`src/rtl/assert_macros.svh`:
```
// Assertion helpers, included by the serializer.
`ifndef ASSERT_MACROS_SVH
`define ASSERT_MACROS_SVH

// Concurrent assertion on an explicit clock and active-low reset.
`define JSU_ASSERT_AT(lbl, clk, rstn, prop, msg) \
  lbl: assert property (@(posedge clk) disable iff (!rstn) prop) else $error(msg);

// Concurrent assertion on the block clock and reset.
`define JSU_ASSERT(lbl, prop, msg) \
  `JSU_ASSERT_AT(lbl, clk_i, rst_ni, prop, msg)

`endif

```
`src/rtl/jsu_pkg.sv`:
```
package jsu_pkg;

  // Most results that one input byte can cause (a four-byte UTF-8 sequence).
  localparam int unsigned MaxRes = 4;
  localparam int unsigned CntW   = $clog2(MaxRes + 1);
  localparam int unsigned IdxW   = $clog2(MaxRes);

  typedef enum logic [1:0] {
    KIND_DATA  = 2'd0,
    KIND_DONE  = 2'd1,
    KIND_ERROR = 2'd2
  } kind_e;

  // The results caused by one input byte, handed from decoder to serializer.
  typedef struct packed {
    logic [CntW-1:0]         cnt;
    logic [MaxRes-1:0][7:0]  bytes;
    kind_e [MaxRes-1:0]      kinds;
  } group_t;

endpackage

```
`src/rtl/jsu_in_if.sv`:
```
interface jsu_in_if;
  logic       valid;
  logic       ready;
  logic [7:0] data_byte;
  logic       string_end;

  modport source (output valid, output data_byte, output string_end, input ready);
  modport sink   (input valid, input data_byte, input string_end, output ready);
endinterface

```
`src/rtl/jsu_out_if.sv`:
```
interface jsu_out_if;
  logic       valid;
  logic       ready;
  logic [7:0] out_byte;
  logic [1:0] kind;
  logic       run_last;

  modport source (output valid, output out_byte, output kind, output run_last, input ready);
  modport sink   (input valid, input out_byte, input kind, input run_last, output ready);
endinterface

```
`src/rtl/json_string_unescape_utf8.sv`:
```
// A byte's first result is presented in the cycle after its acceptance. While the
// output is ready, bytes are taken one per cycle if each causes at most one result
// and the single result register drains one per cycle; a byte that causes n
// results (a \u escape giving n UTF-8 bytes) holds the input until all have left.
// Reset (rst_ni, asynchronous, active low) empties the result register and
// returns the decoder to waiting for an opening quote.
module json_string_unescape_utf8 (
  input  logic      clk_i,
  input  logic      rst_ni,
  jsu_in_if.sink    in_i,
  jsu_out_if.source out_o
);
  import jsu_pkg::*;

  // The decoder owns the string state and turns each accepted request into a
  // group of up to four results in one pass of combinational logic.
  logic   load;
  logic   space;
  group_t grp;

  jsu_decoder u_decoder (
    .clk_i   (clk_i),
    .rst_ni  (rst_ni),
    .in_i    (in_i),
    .space_i (space),
    .load_o  (load),
    .grp_o   (grp)
  );

  // The serializer registers the group and hands its results out one at a
  // time, marking the last of each group with run_last.  It frees up in the
  // same cycle that the last result is taken, so requests follow back to back.
  jsu_serializer u_serializer (
    .clk_i   (clk_i),
    .rst_ni  (rst_ni),
    .load_i  (load),
    .grp_i   (grp),
    .space_o (space),
    .out_o   (out_o)
  );

endmodule

```
`src/rtl/jsu_decoder.sv`:
```
module jsu_decoder (
  input  logic           clk_i,
  input  logic           rst_ni,
  jsu_in_if.sink         in_i,
  input  logic           space_i,
  output logic           load_o,
  output jsu_pkg::group_t grp_o
);
  import jsu_pkg::*;

  typedef enum logic [7:0] {
    M_OPEN = 8'b0000_0001,
    M_BODY = 8'b0000_0010,
    M_ESC  = 8'b0000_0100,
    M_HEX1 = 8'b0000_1000,
    M_BSL  = 8'b0001_0000,
    M_LETU = 8'b0010_0000,
    M_HEX2 = 8'b0100_0000,
    M_SKIP = 8'b1000_0000
  } mode_e;

  localparam logic [7:0] ChQuote = 8'h22;
  localparam logic [7:0] ChBsl   = 8'h5C;
  localparam logic [7:0] ChSlash = 8'h2F;
  localparam logic [7:0] ChU     = 8'h75;

  // Hex digit value; bit 4 flags a valid digit.
  function automatic logic [4:0] nibble(input logic [7:0] c);
    logic [4:0] r;
    r = '0;
    if (c >= 8'h30 && c <= 8'h39) begin
      r = {1'b1, 4'(c - 8'h30)};
    end else if (c >= 8'h61 && c <= 8'h66) begin
      r = {1'b1, 4'(c - 8'h57)};
    end else if (c >= 8'h41 && c <= 8'h46) begin
      r = {1'b1, 4'(c - 8'h37)};
    end
    return r;
  endfunction

  function automatic group_t utf8(input logic [20:0] cp);
    group_t g;
    g = '0;
    if (cp[20:7] == '0) begin
      g.cnt      = CntW'(1);
      g.bytes[0] = {1'b0, cp[6:0]};
    end else if (cp[20:11] == '0) begin
      g.cnt      = CntW'(2);
      g.bytes[0] = {3'b110, cp[10:6]};
      g.bytes[1] = {2'b10, cp[5:0]};
    end else if (cp[20:16] == '0) begin
      g.cnt      = CntW'(3);
      g.bytes[0] = {4'b1110, cp[15:12]};
      g.bytes[1] = {2'b10, cp[11:6]};
      g.bytes[2] = {2'b10, cp[5:0]};
    end else begin
      g.cnt      = CntW'(4);
      g.bytes[0] = {5'b11110, cp[20:18]};
      g.bytes[1] = {2'b10, cp[17:12]};
      g.bytes[2] = {2'b10, cp[11:6]};
      g.bytes[3] = {2'b10, cp[5:0]};
    end
    return g;
  endfunction

  mode_e       mode_q, mode_d;
  logic [1:0]  hcnt_q, hcnt_d;
  logic [15:0] acc_q, acc_d;
  logic [9:0]  hs_q, hs_d;

  logic        accept;
  logic [7:0]  c;
  logic        last;
  logic [4:0]  nib;
  logic [15:0] acc_new;
  logic        err, done, emit1, emitu;
  logic [7:0]  b1;
  logic [20:0] cp;

  assign accept     = in_i.valid & space_i;
  assign in_i.ready = space_i;
  assign load_o     = accept;
  assign c          = in_i.data_byte;
  assign last       = in_i.string_end;
  assign nib        = nibble(c);
  assign acc_new    = {acc_q[11:0], nib[3:0]};

  always_comb begin
    mode_d = mode_q;
    hcnt_d = hcnt_q;
    acc_d  = acc_q;
    hs_d   = hs_q;
    err    = 1'b0;
    done   = 1'b0;
    emit1  = 1'b0;
    emitu  = 1'b0;
    b1     = c;
    cp     = '0;
    case (mode_q)
      M_OPEN: begin
        if (last || c != ChQuote) begin
          err = 1'b1;
        end else begin
          mode_d = M_BODY;
        end
      end
      M_BODY: begin
        if (last) begin
          if (c == ChQuote) begin
            done   = 1'b1;
            mode_d = M_OPEN;
          end else begin
            err = 1'b1;
          end
        end else if (c == ChBsl) begin
          mode_d = M_ESC;
        end else if (c < 8'h20) begin
          err = 1'b1;
        end else begin
          emit1 = 1'b1;
        end
      end
      M_ESC: begin
        if (last) begin
          err = 1'b1;
        end else begin
          mode_d = M_BODY;
          case (c)
            ChQuote, ChBsl, ChSlash: emit1 = 1'b1;
            8'h62: begin emit1 = 1'b1; b1 = 8'h08; end
            8'h66: begin emit1 = 1'b1; b1 = 8'h0C; end
            8'h6E: begin emit1 = 1'b1; b1 = 8'h0A; end
            8'h72: begin emit1 = 1'b1; b1 = 8'h0D; end
            8'h74: begin emit1 = 1'b1; b1 = 8'h09; end
            ChU: begin
              mode_d = M_HEX1;
              hcnt_d = '0;
              acc_d  = '0;
            end
            default: err = 1'b1;
          endcase
        end
      end
      M_HEX1, M_HEX2: begin
        if (last || !nib[4]) begin
          err = 1'b1;
        end else begin
          acc_d = acc_new;
          if (hcnt_q != 2'd3) begin
            hcnt_d = hcnt_q + 2'd1;
          end else begin
            hcnt_d = '0;
            if (mode_q == M_HEX1) begin
              if (acc_new[15:10] == 6'b110110) begin
                // High surrogate: the low half must follow as a second escape.
                hs_d   = acc_new[9:0];
                mode_d = M_BSL;
              end else if (acc_new[15:10] == 6'b110111) begin
                err = 1'b1;
              end else begin
                mode_d = M_BODY;
                emitu  = 1'b1;
                cp     = {5'b0, acc_new};
              end
            end else begin
              if (acc_new[15:10] != 6'b110111) begin
                err = 1'b1;
              end else begin
                mode_d = M_BODY;
                emitu  = 1'b1;
                cp     = {1'b0, hs_q, acc_new[9:0]} + 21'h10000;
              end
            end
          end
        end
      end
      M_BSL: begin
        if (last || c != ChBsl) begin
          err = 1'b1;
        end else begin
          mode_d = M_LETU;
        end
      end
      M_LETU: begin
        if (last || c != ChU) begin
          err = 1'b1;
        end else begin
          mode_d = M_HEX2;
          hcnt_d = '0;
          acc_d  = '0;
        end
      end
      default: begin
        mode_d = last ? M_OPEN : M_SKIP;
      end
    endcase
    if (err) begin
      mode_d = last ? M_OPEN : M_SKIP;
    end
  end

  always_comb begin
    grp_o = '0;
    if (err) begin
      grp_o.cnt      = CntW'(1);
      grp_o.kinds[0] = KIND_ERROR;
    end else if (done) begin
      grp_o.cnt      = CntW'(1);
      grp_o.kinds[0] = KIND_DONE;
    end else if (emit1) begin
      grp_o.cnt      = CntW'(1);
      grp_o.bytes[0] = b1;
    end else if (emitu) begin
      grp_o = utf8(cp);
    end
  end

  always_ff @(posedge clk_i or negedge rst_ni) begin
    if (!rst_ni) begin
      mode_q <= M_OPEN;
      hcnt_q <= '0;
      acc_q  <= '0;
      hs_q   <= '0;
    end else if (accept) begin
      mode_q <= mode_d;
      hcnt_q <= hcnt_d;
      acc_q  <= acc_d;
      hs_q   <= hs_d;
    end
  end

endmodule

```
`src/rtl/jsu_serializer.sv`:
```
`include "assert_macros.svh"

module jsu_serializer (
  input  logic            clk_i,
  input  logic            rst_ni,
  input  logic            load_i,
  input  jsu_pkg::group_t grp_i,
  output logic            space_o,
  jsu_out_if.source       out_o
);
  import jsu_pkg::*;

  logic [CntW-1:0]        cnt_q, cnt_d;
  logic [IdxW-1:0]        idx_q, idx_d;
  logic [MaxRes-1:0][7:0] bytes_q;
  kind_e [MaxRes-1:0]     kinds_q;
  logic                   is_last;
  logic                   take;

  assign is_last        = (CntW'(idx_q) == cnt_q - CntW'(1));
  assign out_o.valid    = (cnt_q != '0);
  assign out_o.out_byte = bytes_q[idx_q];
  assign out_o.kind     = kinds_q[idx_q];
  assign out_o.run_last = is_last;
  assign take           = out_o.valid & out_o.ready;
  // A new group may enter when the register is empty or its last result leaves now.
  assign space_o        = (cnt_q == '0) | (take & is_last);

  always_comb begin
    cnt_d = cnt_q;
    idx_d = idx_q;
    if (take) begin
      if (is_last) begin
        cnt_d = '0;
        idx_d = '0;
      end else begin
        idx_d = idx_q + IdxW'(1);
      end
    end
    if (load_i) begin
      cnt_d = grp_i.cnt;
      idx_d = '0;
    end
  end

  always_ff @(posedge clk_i or negedge rst_ni) begin
    if (!rst_ni) begin
      cnt_q <= '0;
      idx_q <= '0;
    end else begin
      cnt_q <= cnt_d;
      idx_q <= idx_d;
    end
  end

  always_ff @(posedge clk_i) begin
    if (load_i) begin
      bytes_q <= grp_i.bytes;
      kinds_q <= grp_i.kinds;
    end
  end

  `JSU_ASSERT(a_load_only_when_free, load_i && out_o.valid |-> out_o.ready && out_o.run_last, "group loaded over pending results")
  `JSU_ASSERT(a_status_is_last, out_o.valid && out_o.kind != KIND_DATA |-> out_o.run_last && out_o.out_byte == 8'h00, "status result not alone")
  `JSU_ASSERT(a_drain_empties, take && is_last && !load_i |=> !out_o.valid, "results remain after last one taken")
  `JSU_ASSERT(a_index_in_range, out_o.valid |-> CntW'(idx_q) < cnt_q, "result index past group size")

endmodule

```
`src/flat_wrapper.sv`:
```
// flat-port wrapper written by rule: the top's interface ports become plain ports
module json_string_unescape_utf8_flat import jsu_pkg::*;
  (clk_i, rst_ni, in_i_valid, in_i_data_byte, in_i_string_end, in_i_ready, out_o_valid, out_o_out_byte, out_o_kind, out_o_run_last, out_o_ready);
  jsu_in_if in_i_i ();
  jsu_out_if out_o_i ();
  input  logic clk_i;
  input  logic rst_ni;
  input wire logic [$bits(in_i_i.valid)-1:0] in_i_valid;
  input wire logic [$bits(in_i_i.data_byte)-1:0] in_i_data_byte;
  input wire logic [$bits(in_i_i.string_end)-1:0] in_i_string_end;
  output wire logic [$bits(in_i_i.ready)-1:0] in_i_ready;
  output wire logic [$bits(out_o_i.valid)-1:0] out_o_valid;
  output wire logic [$bits(out_o_i.out_byte)-1:0] out_o_out_byte;
  output wire logic [$bits(out_o_i.kind)-1:0] out_o_kind;
  output wire logic [$bits(out_o_i.run_last)-1:0] out_o_run_last;
  input wire logic [$bits(out_o_i.ready)-1:0] out_o_ready;
  assign in_i_i.valid = in_i_valid;
  assign in_i_i.data_byte = in_i_data_byte;
  assign in_i_i.string_end = in_i_string_end;
  assign in_i_ready = in_i_i.ready;
  assign out_o_valid = out_o_i.valid;
  assign out_o_out_byte = out_o_i.out_byte;
  assign out_o_kind = out_o_i.kind;
  assign out_o_run_last = out_o_i.run_last;
  assign out_o_i.ready = out_o_ready;
  json_string_unescape_utf8 u_core (.clk_i(clk_i), .rst_ni(rst_ni), .in_i(in_i_i), .out_o(out_o_i));
endmodule
```
`config.mk`:
```
export PLATFORM = sky130hd
export DESIGN_NAME = json_string_unescape_utf8_flat
export DESIGN_NICKNAME = d
export VERILOG_FILES = /design/src/rtl/jsu_pkg.sv /design/src/rtl/jsu_in_if.sv /design/src/rtl/jsu_out_if.sv /design/src/rtl/json_string_unescape_utf8.sv /design/src/rtl/jsu_decoder.sv /design/src/rtl/jsu_serializer.sv /design/src/flat_wrapper.sv
export VERILOG_INCLUDE_DIRS = /design/src /design/src/rtl
export SDC_FILE = /design/constraint.sdc
export NUM_CORES = 1
export LEC_CHECK = 0
export ABC_AREA = 1
export CAP_MARGIN = 25
export CORE_MARGIN = 10
export CORE_UTILIZATION = 55
export CTS_CLUSTER_SIZE = 40
export DETAILED_ROUTE_END_ITERATION = 10
export DONT_BUFFER_PORTS = 1
export GPL_ROUTABILITY_DRIVEN = 0
export PLACE_DENSITY = 0.75
export SYNTH_ARGS = -nofsm -noshare
export SYNTH_HDL_FRONTEND = slang
export SYNTH_SLANG_ARGS = --single-unit
```
`constraint.sdc`:
```
create_clock -name clk_i -period 2.99 [get_ports clk_i]
set_clock_uncertainty 0.2 [all_clocks]
set_input_delay 0.299 -clock clk_i [delete_from_list [all_inputs] [get_ports clk_i]]
set_output_delay 0.299 -clock clk_i [all_outputs]
set_load 0.005 [all_outputs]
```
# After elaboration in Yosys (flattened, before gate mapping)

Index checks and enable logic that the tools add are counted.
Widths: inputs -> output; s select.

Register bits after elaboration: 77
Bits in latches: 0
Memory bits (writable): 0
Memory bits (read-only): 0
Input bits: 13
Word-level logic and storage cells: 213
Memories: 0

$add $sub $neg: 7
Multiply operators: 0
Div/mod/pow operators: 0
Order comparisons: 8
Equal/unequal tests: 38
Shift-type cells: 0
Multiplexer cells: 110
Bitwise logic cells: 7
Reduce and logical (&&, ||, !) cells: 28

Operator list:

| operator               | count |
|---|---|
| $mux 24                | 7 |
| $mux 8                 | 21 |
| $mux 16                | 9 |
| $mux 21                | 5 |
| $eq 8x7->1 const B     | 8 |
| $mux 12                | 4 |
| $pmux 8 s6             | 1 |
| $mux 43                | 1 |
| $pmux 8 s5             | 1 |
| $pmux 12 s3            | 1 |
| $mux 1                 | 30 |
| $mux 3                 | 9 |
| $eq 8x6->1 const B     | 3 |
| $mux 2                 | 11 |
| $mux 22                | 1 |
| $add 20x17->21 const B | 1 |
| $ne 3x3->1 const B     | 6 |
| $bmux 8 s2             | 1 |
| $ge 8x7->1 const B     | 2 |
| $le 8x7->1 const B     | 2 |
| $ne 8x7->1 const B     | 2 |
| $mux 5                 | 3 |
| $logic_not 14->1       | 1 |
| $eq 6x6->1 const B     | 2 |
| other kinds (46)       | 66 |

# Longest topological paths before layout

Word-level depth: 31
Depth in mapped cells: 20
Depth with buffers taken out: 20

# Modules after synthesis

From an unflattened synthesis, not the netlist that was laid out.

Cells, all modules: 678
Area, all modules: 5,225.0 sq um

By module, submodules not included:

| module         | times used | cells each | area an instance (sq um) | seq. area each (sq um) |
|---|---|---|---|---|
| jsu_decoder    | 1          | 537        | 3,437.0                  | 802.0 |
| jsu_serializer | 1          | 141        | 1,788.0                  | 1,326.3 |

# Worst setup path before layout

OpenSTA, ideal clock, no wires.

Path kind: flip-flop to flip-flop
Start point: register u_core.u_serializer.cnt_q[0]
End point: register u_core.u_decoder.hs_q[9]
Library setup time: 0.130 ns
Arrival: 2.395 ns
Setup slack: 0.264 ns
Stages on the path, launching flop included: 13
Buffers on the path: 1
Path through: dfrtp_1 -> inv_1 -> ha_1 -> xnor2_1 -> nor3_2 -> nand3_1 -> nand2_1 -> nand2_1 -> inv_2 -> nand3_2 -> clkbuf_1 -> nand2_1 -> o21ai_0

Longest elaborated chain between the ends: 6
Elaborated cells between the ends (all ways): 9

Ends and longest elaborated chain:

| element                    | line                            | RTL |
|---|---|---|
| from (decl)                | jsu_serializer.sv:13            | `logic [CntW-1:0] cnt_q, cnt_d;` |
| from (signal assigned)     | jsu_serializer.sv:51            | `cnt_q <= cnt_d;` |
| $sub 3x1->3                | jsu_serializer.sv:20            | `assign is_last = (CntW'(idx_q) == cnt_q - CntW'(1));` |
| $eq 2x3->1                 | jsu_serializer.sv:20            |  |
| via out_o_run_last         | flat_wrapper.sv:15              | `output wire logic [$bits(out_o_i.run_last)-1:0] out_o_run_last;` |
| $and 1x1->1                | jsu_serializer.sv:27            | `assign space_o = (cnt_q == '0) \| (take & is_last);` |
| $or 1x1->1                 | jsu_serializer.sv:27            |  |
| via in_i_ready             | flat_wrapper.sv:11              | `output wire logic [$bits(in_i_i.ready)-1:0] in_i_ready;` |
| $and 1x1->1                | jsu_decoder.sv:80               | `assign accept = in_i.valid & space_i;` |
| via u_core.load            | json_string_unescape_utf8.sv:17 | `logic load;` |
| $reduce_and 6->1 (no line) | --                              |  |
| to (signal assigned)       | jsu_decoder.sv:228              | `hs_q <= hs_d;` |
| to (decl)                  | jsu_decoder.sv:69               | `logic [9:0] hs_q, hs_d;` |

The timed path passes the listed nets, and every way through them passes these cells.
A chain may end at the register's enable or synchronous reset.

# Worst setup path in the final report

Start point: register u_core.u_decoder.mode_q[7]
End point: register u_core.u_serializer.bytes_q[0] in the netlist's numbering (data pin)

Longest elaborated chain between the ends: 22
Elaborated cells between the ends (all ways): 43

Ends and longest elaborated chain:

| element                | line                                  | RTL |
|---|---|---|
| from (decl)            | jsu_decoder.sv:66                     | `mode_e mode_q, mode_d;` |
| from (signal assigned) | jsu_decoder.sv:225                    | `mode_q <= mode_d;` |
| $eq 8x4->1             | jsu_decoder.sv:99, jsu_decoder.sv:153 |  |
| $mux 21                | jsu_decoder.sv:153                    | `if (mode_q == M_HEX1) begin` |
| $mux 21                | jsu_decoder.sv:149                    | `if (hcnt_q != 2'd3) begin` |
| $mux 21                | jsu_decoder.sv:145                    | `if (last \|\| !nib[4]) begin` |
| $mux 21                | jsu_decoder.sv:99                     | `case (mode_q)` |
| $logic_not 5->1        | jsu_decoder.sv:51                     | `end else if (cp[20:16] == '0) begin` |
| $mux 22                | jsu_decoder.sv:51                     |  |
| $mux 24                | jsu_decoder.sv:47                     | `end else if (cp[20:11] == '0) begin` |
| [... 6 more ...]       | --                                    |  |
| $mux 16                | jsu_decoder.sv:44                     | `if (cp[20:7] == '0) begin` |
| $mux 16                | jsu_decoder.sv:213                    | `end else if (emitu) begin` |
| $mux 16                | jsu_decoder.sv:210                    | `end else if (emit1) begin` |
| $mux 16                | jsu_decoder.sv:207                    | `end else if (done) begin` |
| $mux 16                | jsu_decoder.sv:204                    | `if (err) begin` |
| $mux 8                 | jsu_decoder.sv:44                     |  |
| $mux 43                | jsu_decoder.sv:213                    |  |
| $mux 8                 | jsu_decoder.sv:210                    |  |
| to (signal assigned)   | jsu_serializer.sv:58                  | `bytes_q <= grp_i.bytes;` |
| to (decl)              | jsu_serializer.sv:15                  | `logic [MaxRes-1:0][7:0] bytes_q;` |

Parallel ways exist; a longest one is shown, timed or not. The select of a mux whose other input is x is not followed.

==> flow_metrics.py <==
metrics = {
    "logic_synthesis": {
        "seq_area_frac_synth_pct": 40.19,
        "yosysTopAreaCellShare_pct": 20.14,
        "synthAdderAreaFrac_pct": 2.165,
        "synthArstFlopShare_pct": 54.41,
        "syn_area_per_cell_sq_um": 7.823,
        "synth_cell_type_count": 49,
        "synth_common_cells": "nand2_1, inv_1, nor2_1",
        "synth_area_leader_cell": "edfxtp_1",
        "synth_compound_area_share_pct": 12.10,
        "ys_seq_elements": 68,
        "synth_xor_area_share_pct": 1.137,
        "synth_nets": 612,
        "synth_top_family_by_area": "simple AND/OR/NAND/NOR gates",
        "synth_warnings": 0,
        "synthTopCellsByArea": "edfxtp_1, dfrtp_1, nand2_1",
        "synth_edf_count": 31,
        "ys.flop_type": "dfrtp_1",
        "netlist_area_sq_um": 4623,
        "synth-simple-area-share_pct": 35.21,
        "yosysMostFrequentCell": "nand2_1",
        "synthMuxAreaShare_pct": 0.4601,
        "netlist_instances": 591,
    },
    "finish": {
        "multi_input_area_sq_um": 2361,
        "antennaDiodeCount": 0,
        "drive_gt1_share_pct": 17.33,
        "final_nets": 622,
        "regArea_sq_um": 1858,
        "final_util_pct": 60.94,
        "syn2layout_area_growth_pct": 8.308,
        "finalNonFillerCells": 711,
        "fillers": 723,
    },
    "clocking": {
        "cts_tree": "done",
        "max-clock-path-buffers": 2,
        "clk_latency_ps": 350,
        "clock_tree.root_cell": "clkbuf_8",
        "htreeDepth": 3,
        "cts.sinks": 68,
        "cts_buffers": 9,
        "post_cts_resized": 0,
        "path_clk_slew_ps": 80,
    },
    "run_status": {
        "status": "complete, no violations",
    },
    "setup_path": {
        "cp_max_fo": 5,
        "slowest_stage": "dfrtp_1",
        "critPathKind": "register to register",
        "end_kind": "register",
        "critPathRequiredTime_ps": 2890,
        "cp.arrival_ps": 2680,
        "cp_cell_sequence": "nor2_2 > nand2_2 > nor4_4 > inv_1 > nor2_1 > inv_1 > or2_2 > nand2_1 > nor2_1 > a21oi_1 > nand2_1",
        "crit_path_max_incr_delay_ps": 420,
        "startpoint_type": "register",
    },
    "run": {
        "max_cap_violations": 0,
    },
    "sta": {
        "worst_pin_slew_ps": 475.7,
        "slew-limit-headroom_pct": 67.99,
        "setup_violations": 0,
        "hold_viol": 0,
        "post-route-period-util_pct": 93.18,
        "drv_slew": 0,
        "tns_ps": 0,
        "fmax_mhz": 358.9,
        "rsz0062_at_grt": "false",
        "post-route-min-period_ps": 2786,
    },
    "routing": {
        "ant_nets": 0,
        "num_vias": 4061,
        "wl_per_cell_microns": 16.05,
        "drtPass1Iterations": 6,
        "detail_route.wirelength_mm": 11.41,
        "drt_iter0_markers": 429,
        "vias_per_cell": 5.712,
        "drc": 0,
    },
    "place": {
        "dp.cells": 691,
        "place_hpwl_mm": 8.589,
        "port_buffers": 0,
    },
    "pwr": {
        "internal_power_mw": 1.604,
        "p_leak_nw": 2.233,
        "p_seq_share_pct": 46.7,
        "powerDensity_nw_per_um2": 438.9,
        "pwr-share-comb_pct": 11.9,
        "power_frac_clock_pct": 41.4,
        "p_sw_mw": 0.5938,
        "ir_drop_uv": 235.7,
        "swShare_pct": 27.02,
    },
    "global_route": {
        "grtUsageTotal_pct": 18.52,
        "grt_pass1_vias": 3791,
        "antenna_found_initial": 0,
        "grt_pass1_wl_mm": 19.14,
        "grt_overflow": 0,
        "grt_max_degree": 38,
    },
    "floorplan": {
        "die_area_sq_um": 12470,
        "rows": 33,
        "die_w_microns": 111.7,
        "die_h_microns": 111.7,
        "boundaryPins": 26,
        "initial_core_util_pct": 56.27,
        "coreArea_sq_um": 8217,
    },
    "hold_path": {
        "worstHoldPathType": "input port to register",
    },
}
kinds of logic (layout without fill, tap and decap cells):
kind of cell / Yosys count / count (layout)
AO/OA/AOI/OAI: 96 / 96
XOR/XNOR: 6 / 6
adder cells (fa/ha/maj): 8 / 8
buffers and inverters: 93 / 108
flip-flops: 68 / 68
multiplexers: 2 / 2
AND/OR/NAND/NOR: 318 / 318
final timing paths:
path	cells past startpoint	start	slack, ps	endpoint
worst min register to register	2	u_core.u_decoder.acc_q[3]	290	u_core.u_decoder.acc_q[3]
worst max register to register	11	u_core.u_decoder.mode_q[7]	200	u_core.u_serializer.bytes_q[0]
min in group asynchronous	2	rst_ni	220	u_core.u_decoder.hs_q[1]
worst min-delay path	2	in_i_data_byte[2]	10	u_core.u_serializer.bytes_q[2]
worst max-delay path	11	u_core.u_decoder.mode_q[7]	200	u_core.u_serializer.bytes_q[0]
max in group asynchronous	2	rst_ni	2110	u_core.u_decoder.mode_q[0]
state kept, by name, summed over array words and instances, names as in the netlist:
signal	cells
u_core.u_decoder.hcnt_q	2
u_core.u_decoder.mode_q	8
u_core.u_serializer.idx_q	2
u_core.u_decoder.acc_q	12
u_core.u_decoder.hs_q	10
u_core.u_serializer.cnt_q	3
u_core.u_serializer.bytes_q	29
u_core.u_serializer.kinds_q	2
layout make-up:
class	count	area share, %
multi-input cells	430	47.15
well taps	105	2.624
repair buffers	11	2.049
clock inverters	6	1.874
clock buffers	10	2.974
inverters	81	6.222
flip-flops and latches	68	37.11
through the flow:
| step | setup slack, ps | total power, mW | hold slack, ps | instance area, sq um |
|---|---|---|---|---|
| floorplan | 264.4 | 1.228 | -196.6 | 4623 |
| global placement | 320.6 | 1.284 | -194.2 | 4715 |
| detailed placement | 255.0 | 1.291 | -195.2 | 4715 |
| CTS | 204.0 | 2.215 | 0.9421 | 5007 |
| global route | 29.70 | 2.297 | 1.997 | 5007 |
| finish | 203.9 | 2.198 | 12.76 | 5007 |
per-layer routing:
layer | up-vias | part of all wire, % | global-route usage [%]
li1 | 1961 | - | -
met4 | 0 | 2.7 | 8.141
met3 | 22 | 7.7 | 3.060
met1 | 1878 | 42 | 23.41
met2 | 200 | 48 | 30.42
met5 | - | 0 | 0
critical path: cells and delay by family, from the launching register on:
family,cells,cell delay (ps)
buffers and inverters,2,200
AO/OA/AOI/OAI,1,260
flip-flops,1,420
AND/OR/NAND/NOR,8,1430
power groups by stage:
stage               logic, mW  registers (mW)  clock network (mW)
global route            0.301            1.03               0.965
detailed placement      0.245            1.05                   0
floorplan               0.206            1.02                   0
global placement        0.238            1.05                   0
CTS                     0.264            1.03               0.925
finish                  0.263            1.03               0.910
cells in the final DEF (no fill, tap or decap), types with 2 or more instances in the layout:
cell type,instances
nor3_2,3
nand3_1,36
nand2_4,6
o211ai_2,2
nor2_4,7
a21oi_1,13
nor2_8,3
o21ai_1,16
clkinv_4,2
o21ai_0,36
o31ai_1,5
a31oi_1,2
nor3_1,11
a21oi_2,3
dlygate4sd3_1,3
o22ai_1,11
nor2_2,8
inv_1,67
nand2_2,16
nand3_2,10
inv_4,3
nand3_4,2
dfrtp_1,36
o21ai_2,2
edfxtp_1,31
xor2_1,3
xnor2_1,3
nor2_1,62
bufinv_16,2
ha_1,8
clkbuf_8,9
nand3b_1,2
o211ai_1,4
inv_2,10
buf_4,7
nand2_1,145
what timing repair did:
item,CTS,global route
setup buffers,0,0
hold endpoints to repair,39,0
hold buffers,4,0
Note: power is estimated with default switching activity, not from simulation.
